File: src/sv/rpnse_pkg.sv
// Package for the RPN stack evaluator: character codes, status codes,
// stack cell commands and the control structs of the multiply/divide unit.
// No dependencies.
package rpnse_pkg;

   // Defaults for the top-level parameters
   localparam int STACK_DEPTH_DEFAULT = 16;
   localparam int VALUE_WIDTH_DEFAULT = 32;

   // Result field widths
   localparam int RESULT_WIDTH = 32;
   localparam int STATUS_WIDTH = 3;

   // Character codes
   localparam logic [7:0] CHAR_PLUS  = 8'h2B;
   localparam logic [7:0] CHAR_MINUS = 8'h2D;
   localparam logic [7:0] CHAR_STAR  = 8'h2A;
   localparam logic [7:0] CHAR_SLASH = 8'h2F;
   localparam logic [7:0] CHAR_ZERO  = 8'h30;
   localparam logic [7:0] CHAR_NINE  = 8'h39;
   localparam logic [7:0] CHAR_SPACE = 8'h20;

   // Status codes
   localparam logic [STATUS_WIDTH-1:0] ST_OK       = 3'd0;
   localparam logic [STATUS_WIDTH-1:0] ST_BADCHAR  = 3'd1;
   localparam logic [STATUS_WIDTH-1:0] ST_FEW      = 3'd2;
   localparam logic [STATUS_WIDTH-1:0] ST_DIVZERO  = 3'd3;
   localparam logic [STATUS_WIDTH-1:0] ST_DEPTH    = 3'd4;
   localparam logic [STATUS_WIDTH-1:0] ST_OVERFLOW = 3'd5;

   // Per-cycle command to every stack cell
   typedef enum logic [1:0] {
      CELL_HOLD = 2'd0,
      CELL_PUSH = 2'd1,
      CELL_POP  = 2'd2
   } cell_cmd_type;

   // Control into the multiply/divide unit
   typedef struct packed {
      logic start;
      logic is_div;
      logic ack;
   } md_ctl_type;

   // Status out of the multiply/divide unit
   typedef struct packed {
      logic busy;
      logic done;
   } md_stat_type;

endpackage

File: src/sv/rpnse_cell.sv
// One stack cell of the RPN evaluator: holds one operand and takes its
// neighbor's value on a push or a pop. Depends on rpnse_pkg.
module rpnse_cell #(
   parameter int VALUE_WIDTH = rpnse_pkg::VALUE_WIDTH_DEFAULT
) (
   input  logic                      clock,
   input  rpnse_pkg::cell_cmd_type   cmd,
   input  logic [VALUE_WIDTH-1:0]    from_above,
   input  logic [VALUE_WIDTH-1:0]    from_below,
   output logic [VALUE_WIDTH-1:0]    value_q
);
   import rpnse_pkg::*;

   logic [VALUE_WIDTH-1:0] value_ff;
   logic [VALUE_WIDTH-1:0] value_in;

   // Push moves values deeper, pop moves them toward the top
   always_comb begin
      case (cmd)
         CELL_PUSH: value_in = from_above;
         CELL_POP:  value_in = from_below;
         default:   value_in = value_ff;
      endcase
   end

   always_ff @(posedge clock) begin
      value_ff <= value_in;
   end

   assign value_q = value_ff;

endmodule

File: src/sv/rpnse_muldiv.sv
// Shared iterative multiply/divide unit: shift-add multiply and restoring
// signed divide, one bit per cycle. Depends on rpnse_pkg.
module rpnse_muldiv #(
   parameter int VALUE_WIDTH = rpnse_pkg::VALUE_WIDTH_DEFAULT
) (
   input  logic                      clock,
   input  logic                      reset,
   input  rpnse_pkg::md_ctl_type     ctl,
   input  logic [VALUE_WIDTH-1:0]    lhs,
   input  logic [VALUE_WIDTH-1:0]    rhs,
   output rpnse_pkg::md_stat_type    stat,
   output logic [VALUE_WIDTH-1:0]    result
);
   import rpnse_pkg::*;

   localparam int CW = $clog2(VALUE_WIDTH);

   logic                   busy_ff, busy_in;
   logic                   done_ff, done_in;
   logic [CW-1:0]          cnt_ff, cnt_in;
   logic                   is_div_ff, is_div_in;
   logic                   neg_ff, neg_in;
   logic [VALUE_WIDTH-1:0] x_ff, x_in;
   logic [VALUE_WIDTH-1:0] y_ff, y_in;
   logic [VALUE_WIDTH:0]   z_ff, z_in;

   logic [VALUE_WIDTH-1:0] lhs_mag;
   logic [VALUE_WIDTH-1:0] rhs_mag;
   logic [VALUE_WIDTH:0]   rem_sh;
   logic [VALUE_WIDTH:0]   divisor;

   // Operand magnitudes for the divide
   assign lhs_mag = lhs[VALUE_WIDTH-1] ? (~lhs + 1'b1) : lhs;
   assign rhs_mag = rhs[VALUE_WIDTH-1] ? (~rhs + 1'b1) : rhs;
   assign rem_sh  = {z_ff[VALUE_WIDTH-1:0], y_ff[VALUE_WIDTH-1]};
   assign divisor = {1'b0, x_ff};

   // Control: load on start, count down the bit steps, hold done until taken
   always_comb begin
      busy_in = busy_ff;
      done_in = done_ff;
      cnt_in  = cnt_ff;
      if (ctl.start) begin
         busy_in = 1'b1;
         cnt_in  = CW'(VALUE_WIDTH - 1);
      end else if (busy_ff) begin
         cnt_in = cnt_ff - 1'b1;
         if (cnt_ff == '0) begin
            busy_in = 1'b0;
            done_in = 1'b1;
         end
      end else if (done_ff && ctl.ack) begin
         done_in = 1'b0;
      end
   end

   // Datapath: x is multiplicand or divisor, y is multiplier or quotient,
   // z is product accumulator or partial remainder
   always_comb begin
      is_div_in = is_div_ff;
      neg_in    = neg_ff;
      x_in      = x_ff;
      y_in      = y_ff;
      z_in      = z_ff;
      if (ctl.start) begin
         is_div_in = ctl.is_div;
         neg_in    = lhs[VALUE_WIDTH-1] ^ rhs[VALUE_WIDTH-1];
         if (ctl.is_div) begin
            x_in = rhs_mag;
            y_in = lhs_mag;
         end else begin
            x_in = lhs;
            y_in = rhs;
         end
         z_in = '0;
      end else if (busy_ff) begin
         if (is_div_ff) begin
            if (rem_sh >= divisor) begin
               z_in = rem_sh - divisor;
               y_in = {y_ff[VALUE_WIDTH-2:0], 1'b1};
            end else begin
               z_in = rem_sh;
               y_in = {y_ff[VALUE_WIDTH-2:0], 1'b0};
            end
         end else begin
            if (y_ff[0]) begin
               z_in = {1'b0, z_ff[VALUE_WIDTH-1:0] + x_ff};
            end
            x_in = {x_ff[VALUE_WIDTH-2:0], 1'b0};
            y_in = {1'b0, y_ff[VALUE_WIDTH-1:1]};
         end
      end
   end

   always_ff @(posedge clock) begin
      if (reset) begin
         busy_ff <= 1'b0;
         done_ff <= 1'b0;
         cnt_ff  <= '0;
      end else begin
         busy_ff <= busy_in;
         done_ff <= done_in;
         cnt_ff  <= cnt_in;
      end
   end

   always_ff @(posedge clock) begin
      is_div_ff <= is_div_in;
      neg_ff    <= neg_in;
      x_ff      <= x_in;
      y_ff      <= y_in;
      z_ff      <= z_in;
   end

   // Apply the quotient sign; the product wraps by keeping the low bits
   always_comb begin
      if (is_div_ff) begin
         result = neg_ff ? (~y_ff + 1'b1) : y_ff;
      end else begin
         result = z_ff[VALUE_WIDTH-1:0];
      end
   end

   assign stat.busy = busy_ff | done_ff;
   assign stat.done = done_ff;

endmodule

File: src/sv/rpn_stack_evaluator.sv
// RPN expression evaluator. Characters arrive one per request; digits, +, -,
// spaces, bad characters and operators that raise an error are handled as they
// are taken, while an evaluated * or / goes through a shared bit-serial
// multiply/divide unit, during which no request is taken. The operand stack
// is a row of STACK_DEPTH cells that shift down on a push and up on a pop.
// The response for an expression appears in the cycle after its last
// character completes; the block keeps taking characters of the next
// expression while that response waits, as long as the response side is not
// stalling.
// Depends on rpnse_pkg, rpnse_cell and rpnse_muldiv.
module rpn_stack_evaluator #(
   parameter int STACK_DEPTH = rpnse_pkg::STACK_DEPTH_DEFAULT,
   parameter int VALUE_WIDTH = rpnse_pkg::VALUE_WIDTH_DEFAULT
) (
   input  logic                                  clock,
   input  logic                                  reset,
   input  logic                                  req_valid,
   output logic                                  req_stall,
   input  logic [7:0]                            req_char_code,
   input  logic                                  req_last_char,
   output logic                                  rsp_valid,
   input  logic                                  rsp_stall,
   output logic signed [rpnse_pkg::RESULT_WIDTH-1:0] rsp_result_value,
   output logic [rpnse_pkg::STATUS_WIDTH-1:0]    rsp_status
);
   import rpnse_pkg::*;

   localparam int CNT_W = $clog2(STACK_DEPTH + 1);

   // Control state
   logic [CNT_W-1:0]        cnt_ff, cnt_in;
   logic [STATUS_WIDTH-1:0] err_ff, err_in;
   logic                    bad_ff, bad_in;
   logic                    pend_last_ff, pend_last_in;

   // Response register
   logic                           rsp_valid_ff, rsp_valid_in;
   logic signed [RESULT_WIDTH-1:0] rsp_value_ff, rsp_value_in;
   logic [STATUS_WIDTH-1:0]        rsp_status_ff, rsp_status_in;

   logic                   accept;
   logic                   is_digit, is_op, is_space, is_bad;
   logic                   is_addsub, is_muldiv;
   logic [VALUE_WIDTH-1:0] digit_value;
   logic [VALUE_WIDTH-1:0] alu_value;
   logic [VALUE_WIDTH-1:0] pop_value;
   logic [VALUE_WIDTH-1:0] top_next;
   logic                   use_md;
   logic                   finish;
   logic [STATUS_WIDTH-1:0] fin_status;
   cell_cmd_type           cell_cmd;
   md_ctl_type             md_ctl;
   md_stat_type            md_stat;
   logic [VALUE_WIDTH-1:0] md_result;
   logic [VALUE_WIDTH-1:0] cell_q [STACK_DEPTH];

   // Hold requests while the unit works or the response is stuck
   assign req_stall = md_stat.busy | (rsp_valid_ff & rsp_stall);
   assign accept    = req_valid & ~req_stall;

   // Decode the character
   assign is_digit  = (req_char_code >= CHAR_ZERO) && (req_char_code <= CHAR_NINE);
   assign is_addsub = (req_char_code == CHAR_PLUS) || (req_char_code == CHAR_MINUS);
   assign is_muldiv = (req_char_code == CHAR_STAR) || (req_char_code == CHAR_SLASH);
   assign is_op     = is_addsub | is_muldiv;
   assign is_space  = (req_char_code == CHAR_SPACE);
   assign is_bad    = ~is_digit & ~is_op & ~is_space;

   assign digit_value = VALUE_WIDTH'(req_char_code[3:0]);

   // Add or subtract: cell 1 is the left operand, cell 0 the right
   assign alu_value = (req_char_code == CHAR_PLUS) ? (cell_q[1] + cell_q[0])
                                                   : (cell_q[1] - cell_q[0]);

   // Sequence one character or a unit completion
   always_comb begin
      cnt_in       = cnt_ff;
      err_in       = err_ff;
      bad_in       = bad_ff;
      pend_last_in = pend_last_ff;
      cell_cmd     = CELL_HOLD;
      md_ctl.start = 1'b0;
      md_ctl.is_div = (req_char_code == CHAR_SLASH);
      md_ctl.ack   = ~(pend_last_ff & rsp_valid_ff & rsp_stall);
      use_md       = 1'b0;
      finish       = 1'b0;
      if (accept) begin
         if (is_bad) begin
            bad_in = 1'b1;
         end else if (!is_space && err_ff == ST_OK) begin
            if (is_digit) begin
               if (cnt_ff == CNT_W'(STACK_DEPTH)) begin
                  err_in = ST_OVERFLOW;
               end else begin
                  cell_cmd = CELL_PUSH;
                  cnt_in   = cnt_ff + 1'b1;
               end
            end else if (cnt_ff < CNT_W'(2)) begin
               err_in = ST_FEW;
            end else if (is_addsub) begin
               cell_cmd = CELL_POP;
               cnt_in   = cnt_ff - 1'b1;
            end else if (req_char_code == CHAR_SLASH && cell_q[0] == '0) begin
               err_in = ST_DIVZERO;
            end else begin
               md_ctl.start = 1'b1;
            end
         end
         if (md_ctl.start) begin
            pend_last_in = req_last_char;
         end else begin
            finish = req_last_char;
         end
      end else if (md_stat.done && md_ctl.ack) begin
         use_md   = 1'b1;
         cell_cmd = CELL_POP;
         cnt_in   = cnt_ff - 1'b1;
         finish   = pend_last_ff;
      end
   end

   assign pop_value = use_md ? md_result : alu_value;

   // Top of stack after this cycle
   always_comb begin
      case (cell_cmd)
         CELL_PUSH: top_next = digit_value;
         CELL_POP:  top_next = pop_value;
         default:   top_next = cell_q[0];
      endcase
   end

   // Rank the errors for the response
   always_comb begin
      if (bad_in) begin
         fin_status = ST_BADCHAR;
      end else if (err_in != ST_OK) begin
         fin_status = err_in;
      end else if (cnt_in != CNT_W'(1)) begin
         fin_status = ST_DEPTH;
      end else begin
         fin_status = ST_OK;
      end
   end

   // Load the response on the final character, drop it once taken
   always_comb begin
      rsp_valid_in  = rsp_valid_ff;
      rsp_value_in  = rsp_value_ff;
      rsp_status_in = rsp_status_ff;
      if (rsp_valid_ff && !rsp_stall) begin
         rsp_valid_in = 1'b0;
      end
      if (finish) begin
         rsp_valid_in  = 1'b1;
         rsp_status_in = fin_status;
         rsp_value_in  = (fin_status == ST_OK) ? RESULT_WIDTH'(signed'(top_next))
                                               : '0;
      end
   end

   always_ff @(posedge clock) begin
      if (reset) begin
         cnt_ff       <= '0;
         err_ff       <= ST_OK;
         bad_ff       <= 1'b0;
         pend_last_ff <= 1'b0;
         rsp_valid_ff <= 1'b0;
      end else begin
         // Clear the expression state after its response
         if (finish) begin
            cnt_ff <= '0;
            err_ff <= ST_OK;
            bad_ff <= 1'b0;
         end else begin
            cnt_ff <= cnt_in;
            err_ff <= err_in;
            bad_ff <= bad_in;
         end
         pend_last_ff <= pend_last_in;
         rsp_valid_ff <= rsp_valid_in;
      end
   end

   always_ff @(posedge clock) begin
      rsp_value_ff  <= rsp_value_in;
      rsp_status_ff <= rsp_status_in;
   end

   // Row of stack cells; cell 0 is the top
   for (genvar i = 0; i < STACK_DEPTH; i++) begin : g_cell
      logic [VALUE_WIDTH-1:0] above;
      logic [VALUE_WIDTH-1:0] below;
      if (i == 0) begin : g_top
         assign above = digit_value;
         assign below = pop_value;
      end else if (i == STACK_DEPTH - 1) begin : g_bottom
         assign above = cell_q[i-1];
         assign below = cell_q[i];
      end else begin : g_mid
         assign above = cell_q[i-1];
         assign below = cell_q[i+1];
      end
      rpnse_cell #(
         .VALUE_WIDTH(VALUE_WIDTH)
      ) u_cell (
         .clock      (clock),
         .cmd        (cell_cmd),
         .from_above (above),
         .from_below (below),
         .value_q    (cell_q[i])
      );
   end

   // Shared multiply/divide unit
   rpnse_muldiv #(
      .VALUE_WIDTH(VALUE_WIDTH)
   ) u_muldiv (
      .clock  (clock),
      .reset  (reset),
      .ctl    (md_ctl),
      .lhs    (cell_q[1]),
      .rhs    (cell_q[0]),
      .stat   (md_stat),
      .result (md_result)
   );

   assign rsp_valid        = rsp_valid_ff;
   assign rsp_result_value = rsp_value_ff;
   assign rsp_status       = rsp_status_ff;

endmodule
File: config.mk
export PLATFORM = sky130hd
export DESIGN_NAME = rpn_stack_evaluator
export DESIGN_NICKNAME = d
export VERILOG_FILES = /design/src/sv/rpnse_pkg.sv /design/src/sv/rpnse_cell.sv /design/src/sv/rpnse_muldiv.sv /design/src/sv/rpn_stack_evaluator.sv
export SDC_FILE = /design/constraint.sdc
export NUM_CORES = 2
export LEC_CHECK = 0
export BUFFER_PORTS_ARGS = -buffer_cell sky130_fd_sc_hd__buf_2
export CAP_MARGIN = 10
export CORE_MARGIN = 8
export CORE_UTILIZATION = 43
export CTS_CLUSTER_SIZE = 16
export DETAILED_ROUTE_END_ITERATION = 12
export GPL_ROUTABILITY_DRIVEN = 0
export SYNTH_ARGS = -nofsm -noshare
export SYNTH_HDL_FRONTEND = slang
export SYNTH_SLANG_ARGS = --single-unit
File: constraint.sdc
create_clock -name clock -period 14.86 [get_ports clock]
set_input_delay 1.486 -clock clock [delete_from_list [all_inputs] [get_ports clock]]
set_output_delay 1.486 -clock clock [all_outputs]
set_load 0.1 [all_outputs]
==> qor.csv <==
metric;value;unit
Worst Setup End Kind;flop;
number of flops mapped to enable cells by yosys;581;
die width;306;um
Mean Syn Cell Area;11.9;um^2
final hold slack;0.434;ns
YS warnings;0;
IO Port Bufs;49;
post-layout min period;7.24;ns
vias in the first global route;23878;
Antenna Nets Post-Route;0;
Most used DFF post-synth;edfxtp_1;
Setup Buffers After CTS;0;
CTS sink count;663;
Worst Max-Slew Pin Slew;1.31;ns
top-level port count;50;
die area;93700;um^2
setup violators final;0;
vias per cell;5.86;
Slew headroom;12.6;%
GRT Residual Overflow;0;
Critical Path AT;7.59;ns
post-synthesis instance area;36200;um^2
Via Count;24359;
Avg WL per Cell;20.9;um
status;finished, final reports clean;
Initial Utilization;43.3;%
post-synthesis sequential area ratio;52.7;%
final wirelength;86.7;mm
Unique masters post-synth;72;
CP most frequent cell;buf_4;
post-synth net total;3168;
DP Wirelength;59.4;mm
MaxCap Viol Count;0;
Mapped Cells;3041;
worst path required time;15.22;ns
global-route wire length before repair;136;mm
peak supply drop;0.0746;mV
CP Launch Type;input port;
Pins Over Slew Limit;0;
slowest CP cell;buf_4;
slowest stage delay, CP;0.97;ns
FF+latch count, synth;663;
CTS root buf;clkbuf_16;
RSZ-0062 raised after global routing;false;
layout cell share with drive strength beyond 1;21.8;%
hold path depth;0;
worst-path fanout max;216;
P&R area growth vs syn;9.95;%
Clock Latency Late Sink;0.63;ns
clk buf depth;3;
Die H;306;um
CP Class;input port to flop;
initial antenna violation count;1;
Post-synth ARST share;0;%
# rows;106;
Global Route Usage Sum;17.9;%
Final Cycle Share;48.7;%
nets;3144;
Core Footprint;83600;um^2
largest net degree at the start of global routing;217;
1st-iter DRT viols;2142;
PD cells;108;nW/um^2
count of final hold-check violations;0;
CTS resizes;0;
Post-CTS Hold Fix Bufs;0;
CP cell instances;buf_2 -> or4b_1 -> or3_1 -> nand2b_1 -> o21ai_1 -> ha_4 -> buf_4 -> buf_4 -> buf_12 -> mux2_2;
setup tns final;0;ns
first-pass detailed-route iteration total;6;
Clock transition at path regs;0.06;ns
Hold Crit Class;flop to flop;
Num CTS Buffers;76;
DRC viols;0;
leak pwr;0.0138;uW
skew final;0.0339;ns
Max Freq;138;MHz
CTS tree;yes;
H-tree depth;3;
worst r2r path cells;9;
stage by stage:
step / cell area (um^2) / utilization (%) / std cells / worst slack, ns / total power (uW)
detailed placement: 37400 / 44.7 / 4019 / 7.11 / 2510
CTS: 39800 / 47.6 / 4157 / 7.73 / 4360
finish: 39800 / 47.6 / 4159 / 7.62 / 4310
global route: 39800 / 47.6 / 4157 / 7.35 / 4480
floorplan: 36200 / - / 3041 / 1.22 / 2410
global placement: 37400 / 44.7 / 4019 / 7.26 / 2500
layer usage:
layer  track usage (%)  vias up  share of wire, %
met5                 0        -                 0
met4              6.39        0               3.0
met3              3.11      169               6.5
met2              28.4      814                46
met1              24.5    11939                45
li1                  -    11437                 -
worst paths after layout:
check | from | end | slack [ns]
worst max-delay path | req_char_code[4] | g_cell[10].u_cell.value_q[8] | 7.62
worst min-delay path | g_cell[14].u_cell.value_q[21] | g_cell[15].u_cell.value_q[21] | 0.43
worst max register to register | u_muldiv.busy_ff | g_cell[10].u_cell.value_q[8] | 8.53
worst min register to register | g_cell[14].u_cell.value_q[21] | g_cell[15].u_cell.value_q[21] | 0.43
report_power, final:
part           total (uW)  internal, uW  switching, uW  leakage, uW
Sequential           2060          2030           30.3      0.00593
Clock                1830          1060            776      0.00119
Combinational         420           158            262      0.00669
Total                4310          3240           1070       0.0138
critical path: cells and delay by family:
family                     cells  cell delay [ns]
AOI/OAI and AO/OA              1             0.29
adders and majority gates      1             0.78
buffers and inverters          4             2.72
muxes                          1             0.42
and+or+nand+nor                3             1.38
layout by cell type, fill, tap and decap left out, types with 45 or more instances in the layout:
master     instances
o21ai_1           51
xnor2_1           81
a21oi_1          144
mux2i_1           45
ha_1             109
nor2_1           109
buf_2             49
mux2_2           448
nand2_1          228
xor2_1           119
edfxtp_1         581
o211ai_1          77
dfxtp_1           82
nor2b_1           45
a211oi_1          49
inv_1             76
clkbuf_16         76
o21ai_0          161
flip-flops by register name, summed over array words and instances, names as in the netlist:
signal and count:
u_muldiv.x_ff 32, err_ff 3, g_cell.u_cell.value_q 512, pend_last_ff 1, u_muldiv.neg_ff 1, rsp_valid 1
u_muldiv.y_ff 32, bad_ff 1, u_muldiv.cnt_ff 5, u_muldiv.busy_ff 1, rsp_result_value 32, u_muldiv.z_ff 32
u_muldiv.is_div_ff 1, cnt_ff 5, u_muldiv.done_ff 1, rsp_status 3
cell families after synthesis:
kind of cell	share of synthesized area (%)
buffers and inverters	2.84
muxes	15.2
DFF	52.7
and+or+nand+nor	8.04
adders and majority gates	4.00
AOI/OAI and AO/OA	12.4
xor gates and xnor gates	4.84
cells in the mapped netlist, types with 18 or more instances:
cell type	count	area share [%]
edfxtp_1	581	48
mux2_2	448	14
nand2_1	228	2.4
o21ai_0	163	2.3
clkbuf_1	151	1.6
a21oi_1	145	2.0
xor2_1	119	2.9
ha_1	111	3.8
nor2_1	110	1.1
dfxtp_1	82	4.5
xnor2_1	81	2.0
inv_1	77	0.80
o211ai_1	77	1.6
o21ai_1	50	0.69
a211oi_1	49	1.0
mux2i_1	45	1.2
nor2b_1	45	0.78
a21o_1	43	0.89
nor3_1	36	0.50
o31ai_1	36	0.75
nand3_1	33	0.46
nand2b_1	23	0.40
or3_1	22	0.38
a31oi_1	21	0.36
and3_1	18	0.31
nor4_1	18	0.31
cell type report:
cell class                      instances  area [um^2]
Antenna cell                            2         5.00
Clock buffer                           94         2010
Clock inverter                         44          429
Fill cell                            7467        43700
Inverter                               80          309
Multi-Input combinational cell       2116        16100
Sequential cell                       663        19100
Tap cell                             1080         1350
Timing Repair Buffer                   80          490
No activity file was read; power rests on OpenSTA's default activity.
